**src/efdg_pkg.sv**
```systemverilog
// ----------------------------------------------------------------------------
// efdg_pkg
// Shared types, codes and constants of the enrollment frame diversity gate.
// ----------------------------------------------------------------------------
package efdg_pkg;

    // Default sizing of the frame store
    localparam int FRAME_PIXELS_DEF = 5120;
    localparam int MAX_SLOTS_DEF    = 8;

    // Field widths
    localparam int PIX_W      = 8;
    localparam int MIN_DIFF_W = 12;
    localparam int STAGES_W   = 4;
    localparam int DUP_W      = 3;
    localparam int CFG_IDX_W  = 2;
    localparam int CFG_DATA_W = 12;
    localparam int COUNT_W    = 4;

    // Register reset values
    localparam logic [MIN_DIFF_W-1:0] MIN_DIFF_RST   = 12'd128;
    localparam logic [STAGES_W-1:0]   MIN_STAGES_RST = 4'd3;
    localparam logic [DUP_W-1:0]      DUP_STOP_RST   = 3'd2;

    // Duplicate streak saturates here
    localparam logic [DUP_W-1:0] STREAK_MAX = 3'd7;

    // Input operation codes
    localparam logic OP_PIXEL   = 1'b0;
    localparam logic OP_SESSION = 1'b1;

    typedef logic [PIX_W-1:0] t_pixel;

    typedef enum logic [CFG_IDX_W-1:0] {
        CFG_MIN_DIFF   = 2'd0,
        CFG_MIN_STAGES = 2'd1,
        CFG_DUP_STOP   = 2'd2
    } t_cfg_idx;

    typedef enum logic [1:0] {
        VERDICT_STORED    = 2'd0,
        VERDICT_UNSTORED  = 2'd1,
        VERDICT_RETRY     = 2'd2,
        VERDICT_CONVERGED = 2'd3
    } t_verdict;

    // Configuration register set
    typedef struct packed {
        logic [MIN_DIFF_W-1:0] min_diff_q4;
        logic [STAGES_W-1:0]   min_stages;
        logic [DUP_W-1:0]      dup_stop;
    } t_cfg;

    // Token moving down the cell chain, one per accepted item
    typedef struct packed {
        logic   valid;
        logic   sess;    // session start
        logic   enroll;  // enroll flag carried by a session start
        logic   last;    // final pixel of the frame
        logic   cmp;     // pixel lies inside the frame store
        logic   dup;     // some held slot matched so far
        t_pixel pixel;
    } t_tok;

endpackage

```
**src/efdg_out_if.sv**
```systemverilog
// ----------------------------------------------------------------------------
// efdg_out_if
// Verdict channel with valid/ready handshake.
// ----------------------------------------------------------------------------
interface efdg_out_if import efdg_pkg::*; ();
    logic               valid;
    logic               ready;
    t_verdict           verdict;
    logic [COUNT_W-1:0] stage_goal;
    logic [COUNT_W-1:0] stored_count;

    modport source (output valid, output verdict, output stage_goal,
                    output stored_count, input ready);
    modport sink   (input valid, input verdict, input stage_goal,
                    input stored_count, output ready);
endinterface

```
**src/efdg_verdict.sv**
```systemverilog
// ----------------------------------------------------------------------------
// efdg_verdict
// Session state and verdict logic at the end of the cell chain, with the
// output register of the verdict channel.
// ----------------------------------------------------------------------------
module efdg_verdict import efdg_pkg::*; #(
    parameter  int MAX_SLOTS = MAX_SLOTS_DEF,
    localparam int SLOT_W    = $clog2(MAX_SLOTS + 1)
) (
    input  logic              i_clk,
    input  logic              i_rst_n,
    input  t_tok              i_tok,
    input  t_cfg              i_cfg,
    output logic [SLOT_W-1:0] o_stored,
    output logic              o_done,
    efdg_out_if.source        o_out
);

    localparam int CMP_W = (SLOT_W > STAGES_W) ? SLOT_W : STAGES_W;

    logic               r_pend, n_pend;
    logic               r_pend_sess, r_pend_enroll, r_pend_dup;
    logic [SLOT_W-1:0]  r_stored, n_stored;
    logic [DUP_W-1:0]   r_streak, n_streak;
    logic               r_conv, n_conv;
    logic               r_enroll, n_enroll;
    logic               r_out_valid, n_out_valid;
    t_verdict           r_out_verdict, n_out_verdict;
    logic [COUNT_W-1:0] r_out_target, n_out_target;
    logic [COUNT_W-1:0] r_out_count, n_out_count;

    logic               w_end;
    logic               w_free;
    logic               w_fire_sess;
    logic               w_fire_frame;
    logic [DUP_W-1:0]   w_streak_inc;
    logic               w_conv_ok;

    assign w_end        = i_tok.valid & (i_tok.sess | i_tok.last);
    assign w_free       = ~r_out_valid | o_out.ready;
    assign w_fire_sess  = r_pend & r_pend_sess;
    assign w_fire_frame = r_pend & ~r_pend_sess & w_free;
    assign o_done       = w_fire_sess | w_fire_frame;

    assign w_streak_inc = (r_streak < STREAK_MAX) ? (r_streak + 3'd1) : r_streak;
    assign w_conv_ok    = (CMP_W'(r_stored) >= CMP_W'(i_cfg.min_stages)) &&
                          (r_stored < SLOT_W'(MAX_SLOTS)) &&
                          (w_streak_inc >= i_cfg.dup_stop);

    // Decide the verdict and update the session state
    always_comb begin
        n_pend        = r_pend;
        n_stored      = r_stored;
        n_streak      = r_streak;
        n_conv        = r_conv;
        n_enroll      = r_enroll;
        n_out_valid   = r_out_valid & ~o_out.ready;
        n_out_verdict = r_out_verdict;
        n_out_target  = r_out_target;
        n_out_count   = r_out_count;

        if (w_end) begin
            n_pend = 1'b1;
        end else if (o_done) begin
            n_pend = 1'b0;
        end

        if (w_fire_sess) begin
            n_enroll = r_pend_enroll;
            n_stored = '0;
            n_streak = '0;
            n_conv   = 1'b0;
        end

        if (w_fire_frame) begin
            n_out_valid   = 1'b1;
            n_out_target  = '0;
            n_out_verdict = VERDICT_UNSTORED;
            if (r_enroll && !r_conv) begin
                if (r_pend_dup) begin
                    n_streak = w_streak_inc;
                    if (w_conv_ok) begin
                        n_conv        = 1'b1;
                        n_out_verdict = VERDICT_CONVERGED;
                        n_out_target  = COUNT_W'(r_stored + SLOT_W'(1));
                    end else begin
                        n_out_verdict = VERDICT_RETRY;
                    end
                end else begin
                    n_streak = '0;
                    if (r_stored < SLOT_W'(MAX_SLOTS)) begin
                        n_stored      = r_stored + SLOT_W'(1);
                        n_out_verdict = VERDICT_STORED;
                    end
                end
            end
            n_out_count = COUNT_W'(n_stored);
        end
    end

    always_ff @(posedge i_clk) begin
        if (!i_rst_n) begin
            r_pend      <= 1'b0;
            r_stored    <= '0;
            r_streak    <= '0;
            r_conv      <= 1'b0;
            r_enroll    <= 1'b0;
            r_out_valid <= 1'b0;
        end else begin
            r_pend      <= n_pend;
            r_stored    <= n_stored;
            r_streak    <= n_streak;
            r_conv      <= n_conv;
            r_enroll    <= n_enroll;
            r_out_valid <= n_out_valid;
        end
    end

    // Hold the boundary token and the verdict payload
    always_ff @(posedge i_clk) begin
        if (w_end) begin
            r_pend_sess   <= i_tok.sess;
            r_pend_enroll <= i_tok.enroll;
            r_pend_dup    <= i_tok.dup;
        end
        r_out_verdict <= n_out_verdict;
        r_out_target  <= n_out_target;
        r_out_count   <= n_out_count;
    end

    assign o_stored           = r_stored;
    assign o_out.valid        = r_out_valid;
    assign o_out.verdict      = r_out_verdict;
    assign o_out.stage_goal   = r_out_target;
    assign o_out.stored_count = r_out_count;

endmodule

```
**src/flat_wrapper.sv**
```systemverilog
// flat-port wrapper written by rule: the top's interface ports become plain ports
module efdg_verdict_flat import efdg_pkg::*;
#(
    parameter  int MAX_SLOTS = MAX_SLOTS_DEF,
    localparam int SLOT_W    = $clog2(MAX_SLOTS + 1)
)
  (i_clk, i_rst_n, i_tok, i_cfg, o_stored, o_done, o_out_valid, o_out_verdict, o_out_stage_goal, o_out_stored_count, o_out_ready);
  efdg_out_if o_out_i ();
  input  logic i_clk;
  input  logic i_rst_n;
  input  t_tok i_tok;
  input  t_cfg i_cfg;
  output logic [SLOT_W-1:0] o_stored;
  output logic o_done;
  output wire logic [$bits(o_out_i.valid)-1:0] o_out_valid;
  output wire logic [$bits(o_out_i.verdict)-1:0] o_out_verdict;
  output wire logic [$bits(o_out_i.stage_goal)-1:0] o_out_stage_goal;
  output wire logic [$bits(o_out_i.stored_count)-1:0] o_out_stored_count;
  input wire logic [$bits(o_out_i.ready)-1:0] o_out_ready;
  assign o_out_valid = o_out_i.valid;
  assign o_out_verdict = o_out_i.verdict;
  assign o_out_stage_goal = o_out_i.stage_goal;
  assign o_out_stored_count = o_out_i.stored_count;
  assign o_out_i.ready = o_out_ready;
  efdg_verdict #(.MAX_SLOTS(MAX_SLOTS)) u_core (.i_clk(i_clk), .i_rst_n(i_rst_n), .i_tok(i_tok), .i_cfg(i_cfg), .o_stored(o_stored), .o_done(o_done), .o_out(o_out_i));
endmodule
```
**config.mk**
```make
export PLATFORM = sky130hd
export DESIGN_NAME = efdg_verdict_flat
export DESIGN_NICKNAME = d
export VERILOG_FILES = /design/src/efdg_pkg.sv /design/src/efdg_out_if.sv /design/src/efdg_verdict.sv /design/src/flat_wrapper.sv
export SDC_FILE = /design/constraint.sdc
export NUM_CORES = 1
export LEC_CHECK = 0
export ABC_AREA = 1
export BUFFER_PORTS_ARGS = -buffer_cell sky130_fd_sc_hd__buf_2
export CAP_MARGIN = 10
export CORE_MARGIN = 5
export CORE_UTILIZATION = 40
export DETAILED_ROUTE_END_ITERATION = 8
export PLACE_DENSITY = 0.71
export SLEW_MARGIN = 5
export SYNTH_ARGS = -nofsm -noshare
export SYNTH_HDL_FRONTEND = slang
export SYNTH_SLANG_ARGS = --single-unit
```
**constraint.sdc**
```tcl
create_clock -name i_clk -period 1.8 [get_ports i_clk]
set_clock_uncertainty 0.05 [all_clocks]
set_input_delay 0.27 -clock i_clk [delete_from_list [all_inputs] [get_ports i_clk]]
set_output_delay 0.27 -clock i_clk [all_outputs]
set_load 0.02 [all_outputs]
```
## After elaboration in Yosys (flattened, before gate mapping)

Index checks and enable logic that the tools add are counted.

| word-level totals | value |
|---|---|
| flip-flop bits (word level) | 24 |
| input bits | 36 |
| output and inout bits | 16 |
| logic and storage cells | 56 |

| cells by class | value |
|---|---|
| add/subtract/negate cells | 2 |
| order comparisons | 4 |
| mux-type cells | 21 |
| bitwise operators | 11 |
| reduce and logical (&&, ||, !) cells | 6 |

Operators by type and width:

| operator | count |
|---|---|
| two-way mux 4 bit | 5 |
| two-way mux 3 bit | 5 |
| two-way mux 1 bit | 10 |
| AND 1 bit | 5 |
| adder 4 x 1 -> 4 bit (second input constant) | 1 |
| >= comparator 4 bit | 1 |
| < comparator 4 bit (second input constant) | 1 |
| adder 3 x 1 -> 3 bit (second input constant) | 1 |
| >= comparator 3 bit | 1 |
| logical AND 1 bit | 3 |
| < comparator 3 bit (second input constant) | 1 |
| NOT 1 bit | 3 |
| OR 1 bit | 3 |
| AND reduction 3 bit | 1 |
| two-way mux 2 bit | 1 |
| nonzero test 2 bit | 1 |
| logical NOT 1 bit | 1 |

## Depth between registers and ports, before layout

| logic depth | value |
|---|---|
| word-level depth | 8 |
| gate-level depth with buffers | 11 |

## Worst setup path after synthesis

OpenSTA, ideal clock, no wires.

| timing | value |
|---|---|
| path type | register -> register |
| start | register u_core.r_streak[0] |
| end | register u_core.r_out_verdict[0], in the netlist u_core.o_out.verdict[0], data pin |
| library setup time | 0.268 ns |
| arrival time | 1.509 ns |
| setup slack | -0.027 ns |
| cell stages (with the launch flop) | 12 |
| buffers on the path | 0 |
| period minus slack after synthesis | 1.827 ns |
| path through | dfxtp_1 -> ha_1 -> nand2_1 -> inv_1 -> o21ai_1 -> ha_1 -> a21oi_1 -> nand3_1 -> nand2_1 -> inv_2 -> nand2_1 -> o211ai_1 |

| between the ends | value |
|---|---|
| longest elaborated chain between the ends | 6 |
| elaborated cells between the ends (all ways) | 7 |
| classes of those cells | add/sub (1); order compare (2); mux (3); reduce/logical (1) |

Ends and longest elaborated chain:

| element | RTL line | RTL |
|---|---|---|
| start: declaration | efdg_verdict.sv:24 | `logic [DUP_W-1:0] r_streak, n_streak;` |
| start signal: assignment | efdg_verdict.sv:112 | `r_streak <= n_streak;` |
| adder 3 x 1 -> 3 bit / < comparator 3 bit (equally long branches) | efdg_verdict.sv:45 | `assign w_streak_inc = (r_streak < STREAK_MAX) ? (r_streak + 3'd1) : r_streak;` |
| two-way mux 3 bit (*) | efdg_verdict.sv:45 |  |
| >= comparator 3 bit (*) | efdg_verdict.sv:48 | `(w_streak_inc >= i_cfg.dup_stop);` |
| logical AND 1 bit (*) | efdg_verdict.sv:47 | `(r_stored < SLOT_W'(MAX_SLOTS)) &&` |
| two-way mux 1 bit (*) | efdg_verdict.sv:82 | `if (w_conv_ok) begin` |
| two-way mux 2 bit (*) | efdg_verdict.sv:80 | `if (r_pend_dup) begin` |
| end signal: assignment | efdg_verdict.sv:126 | `r_out_verdict <= n_out_verdict;` |
| end: declaration | efdg_verdict.sv:28 | `t_verdict r_out_verdict, n_out_verdict;` |

Every way passes the cells marked *; elsewhere a longest branch is shown, timed or not.
A chain may end at the register's enable or synchronous reset.

## Worst setup path after layout

Ends and elaborated chain as after synthesis.

==> run metrics <==
status=complete, no violations; total track usage=approximately an eighth; clock buffer depth=2; worst hold slack=roughly 80 ps; # fillers=between 200 and 300; cell area after layout=1590 um2; Yosys top cell area share=31.8%; startpoint types=flop; Max-Cap Viols=0; TritonRoute pass-1 iters=4; HP Class=input port to flop; r2r endpoint=u_core.o_out.verdict[0]$_SDFFCE_PN1P_; post-synth net total=around 190; Syn Std Cell Area=1230 um2; Leakage=between 0.7 and 0.8 nW; Final Slew Violations=0; Avg Vias per Cell=between 4 and 5; htree depth=1; Worst-Margin Slew=around 460 ps; Register-to-Register Path Depth=11; CP endpoint=u_core.o_out.verdict[0]$_SDFFCE_PN1P_; via count=roughly 1,100; area of the multi-input gates=566 um2; Syn. warnings=0; commonest cells after routing, fill and taps aside=buf_2 (30), inv_1 (23), nand2_1 (21), a21oi_1 (13), edfxtp_1 (13); die height=about 65 um; CP max stage cell=dfxtp_2; clk sink count=24; Total Wirelength=between 2000 and 3000 um; Reg2Reg Setup Slack=around 13 ps; FP Rows=20; ANT nets after route=0; CTS Root Cell=clkbuf_4; worst r2r src=u_core.r_streak[0]$_SDFF_PN0_; Die Area=4280 um2; layout cell share with drive strength beyond 1=37.3%; Slew headroom=just under 70%; io pins=between 50 and 60; register area=a little over 600 um2; sequential share of the synthesized area=about half; crit share post-route=99.3%; Final TNS setup=0 ps; CP peak stage delay=approximately 360 ps; starting density of the core=about two fifths; GRT overflow=0; drt wl/cell=between 10 and 15 um; largest cells by area after synthesis=edfxtp_1 (32%), dfxtp_1 (18%), ha_1 (9.2%); Util after Layout=53.0%; WP data required=approximately 1800 ps; IO buf count=30; cell count after placement=~210; CTS tree=done; detailed router's first-iteration violation count=between 40 and 50; Syn Inst Count=140; crit path time final=about 1800 ps; crit-path cells=ha_4, nand2_2, inv_2, o21ai_4, ha_4, a21oi_2, nand3_1, nand2_1, inv_2, nand2_4, o211ai_1; peak supply drop=approximately 0.00042 V; worst skew pair latency=between 300 and 400 ps; Clock transition at path regs=roughly 120 ps; commonest non-fill, non-tap cell in the layout=buf_2; Synth Register Bits=24; Worst Path Arrival=~1800 ps; Yosys top cell by area=edfxtp_1; Yosys cell types=21; Finished Layout Cells=around 220; CTS Buf Count=3; CP Launch Point=u_core.r_streak[0]$_SDFF_PN0_; endpoints failing hold=0; fmax=~0.56 GHz; worst-path maximum fanout=5; DPL Wire Length=between 1500 and 2000 um; initial antenna violation count=0; Power Dens Cells=slightly above 600 nW/um2; delay-heaviest family, CP=adder cells; CP endpoint kind=flop; Area Overhead vs Synth=29.6%; Routability Congestion=~0.86; syn avg cell area=just under 9 um2; global-route wire length before repair=about 4400 um; RSZ-0062 raised after global routing=yes; DRC=0; core box area=roughly 3000 um2; die width=approximately 65 um; final setup fails=0; worst path bufs/invs=2; Placed Area=1450 um2; Crit. path cell count=11; nets=around 230; vias in the first global route=between 1,000 and 1,500; hold_buf cts=0; antenna cell count=0; pin count of the biggest net entering global routing=14; crit path kind=flop to flop
==> flip-flops by register name, indices dropped and copies added (netlist names), 2 cells and up <==
signal,cells
u_core.o_out.stage_goal,4
u_core.o_out.stored_count,4
u_core.o_out.verdict,2
u_core.o_stored,4
u_core.r_streak,3
==> per-layer routing <==
layer | global-route usage, % | vias to the layer above | wire [um]
met5 | 0 | - | 0
met4 | 2.07 | 0 | 24
li1 | - | 549 | -
met2 | 24.1 | 40 | 1370
met1 | 13.9 | 496 | 1000
met3 | 4.62 | 4 | 216
==> cells in the mapped netlist (all sizes together) <==
| library cell | number |
|---|---|
| xor2 | 1 |
| edfxtp | 13 |
| dfxtp | 11 |
| ha | 9 |
| inv | 30 |
| nand3 | 11 |
| nor2 | 11 |
| a21oi | 14 |
| o21bai | 1 |
| o211ai | 1 |
| o21ai | 10 |
| nand2 | 25 |
| nor3 | 2 |
| o21a | 1 |
==> cell families (layout without fill, tap and decap cells) <==
| logic type | Yosys count | after routing | share of synthesized area (%) |
|---|---|---|---|
| compound gates | 27 | 27 | 11.6 |
| xor+xnor | 1 | 1 | 0.713 |
| fa+ha+maj | 9 | 9 | 9.17 |
| buf+inv | 30 | 75 | 9.17 |
| flops | 24 | 24 | 49.7 |
| simple gates | 49 | 49 | 19.7 |
==> area by class of cell <==
cell class | instances | area share [%]
clock buffers | 4 | 1.65
inverters | 30 | 7.07
multi-input cells | 86 | 35.5
flip-flops and latches | 24 | 38.6
well taps | 33 | 2.59
repair buffers | 41 | 14.6
==> report_power, final <==
group	total, mW	switching [mW]	internal (mW)
combinational	0.133	0.0813	0.0514
clock	0.232	0.146	0.0866
sequential	0.610	0.0139	0.596
==> worst min-delay path by stage <==
stage	from	endpoint	slack, ps	depth (start not counted)
final	i_tok[8]	u_core.r_pend_dup$_DFFE_PP_	80	1
after floorplan	i_tok[8]	u_core.r_pend_dup$_DFFE_PP_	320	0
after detailed placement	i_tok[8]	u_core.r_pend_dup$_DFFE_PP_	400	1
after CTS	i_tok[8]	u_core.r_pend_dup$_DFFE_PP_	70	1
after global routing	i_tok[11]	u_core.r_pend_enroll$_DFFE_PP_	50	1
after global placement	i_tok[11]	u_core.r_pend_enroll$_DFFE_PP_	400	1
==> what timing repair did <==
action                     4_1_cts  5_1_grt
setup buffers                    4        3
pin swaps                        8        6
setup endpoints to repair        6        7
resized for setup                6        9
gates cloned                     0        0
==> metrics by stage <==
stage	power, mW	worst slack, ps
after floorplan	0.698	14.8
after global placement	0.738	-82.1
after detailed placement	0.745	-112
after CTS	0.979	-60.2
after global routing	1.03	-95.2
final	0.975	12.9
Power figures use the tool's default switching activity.
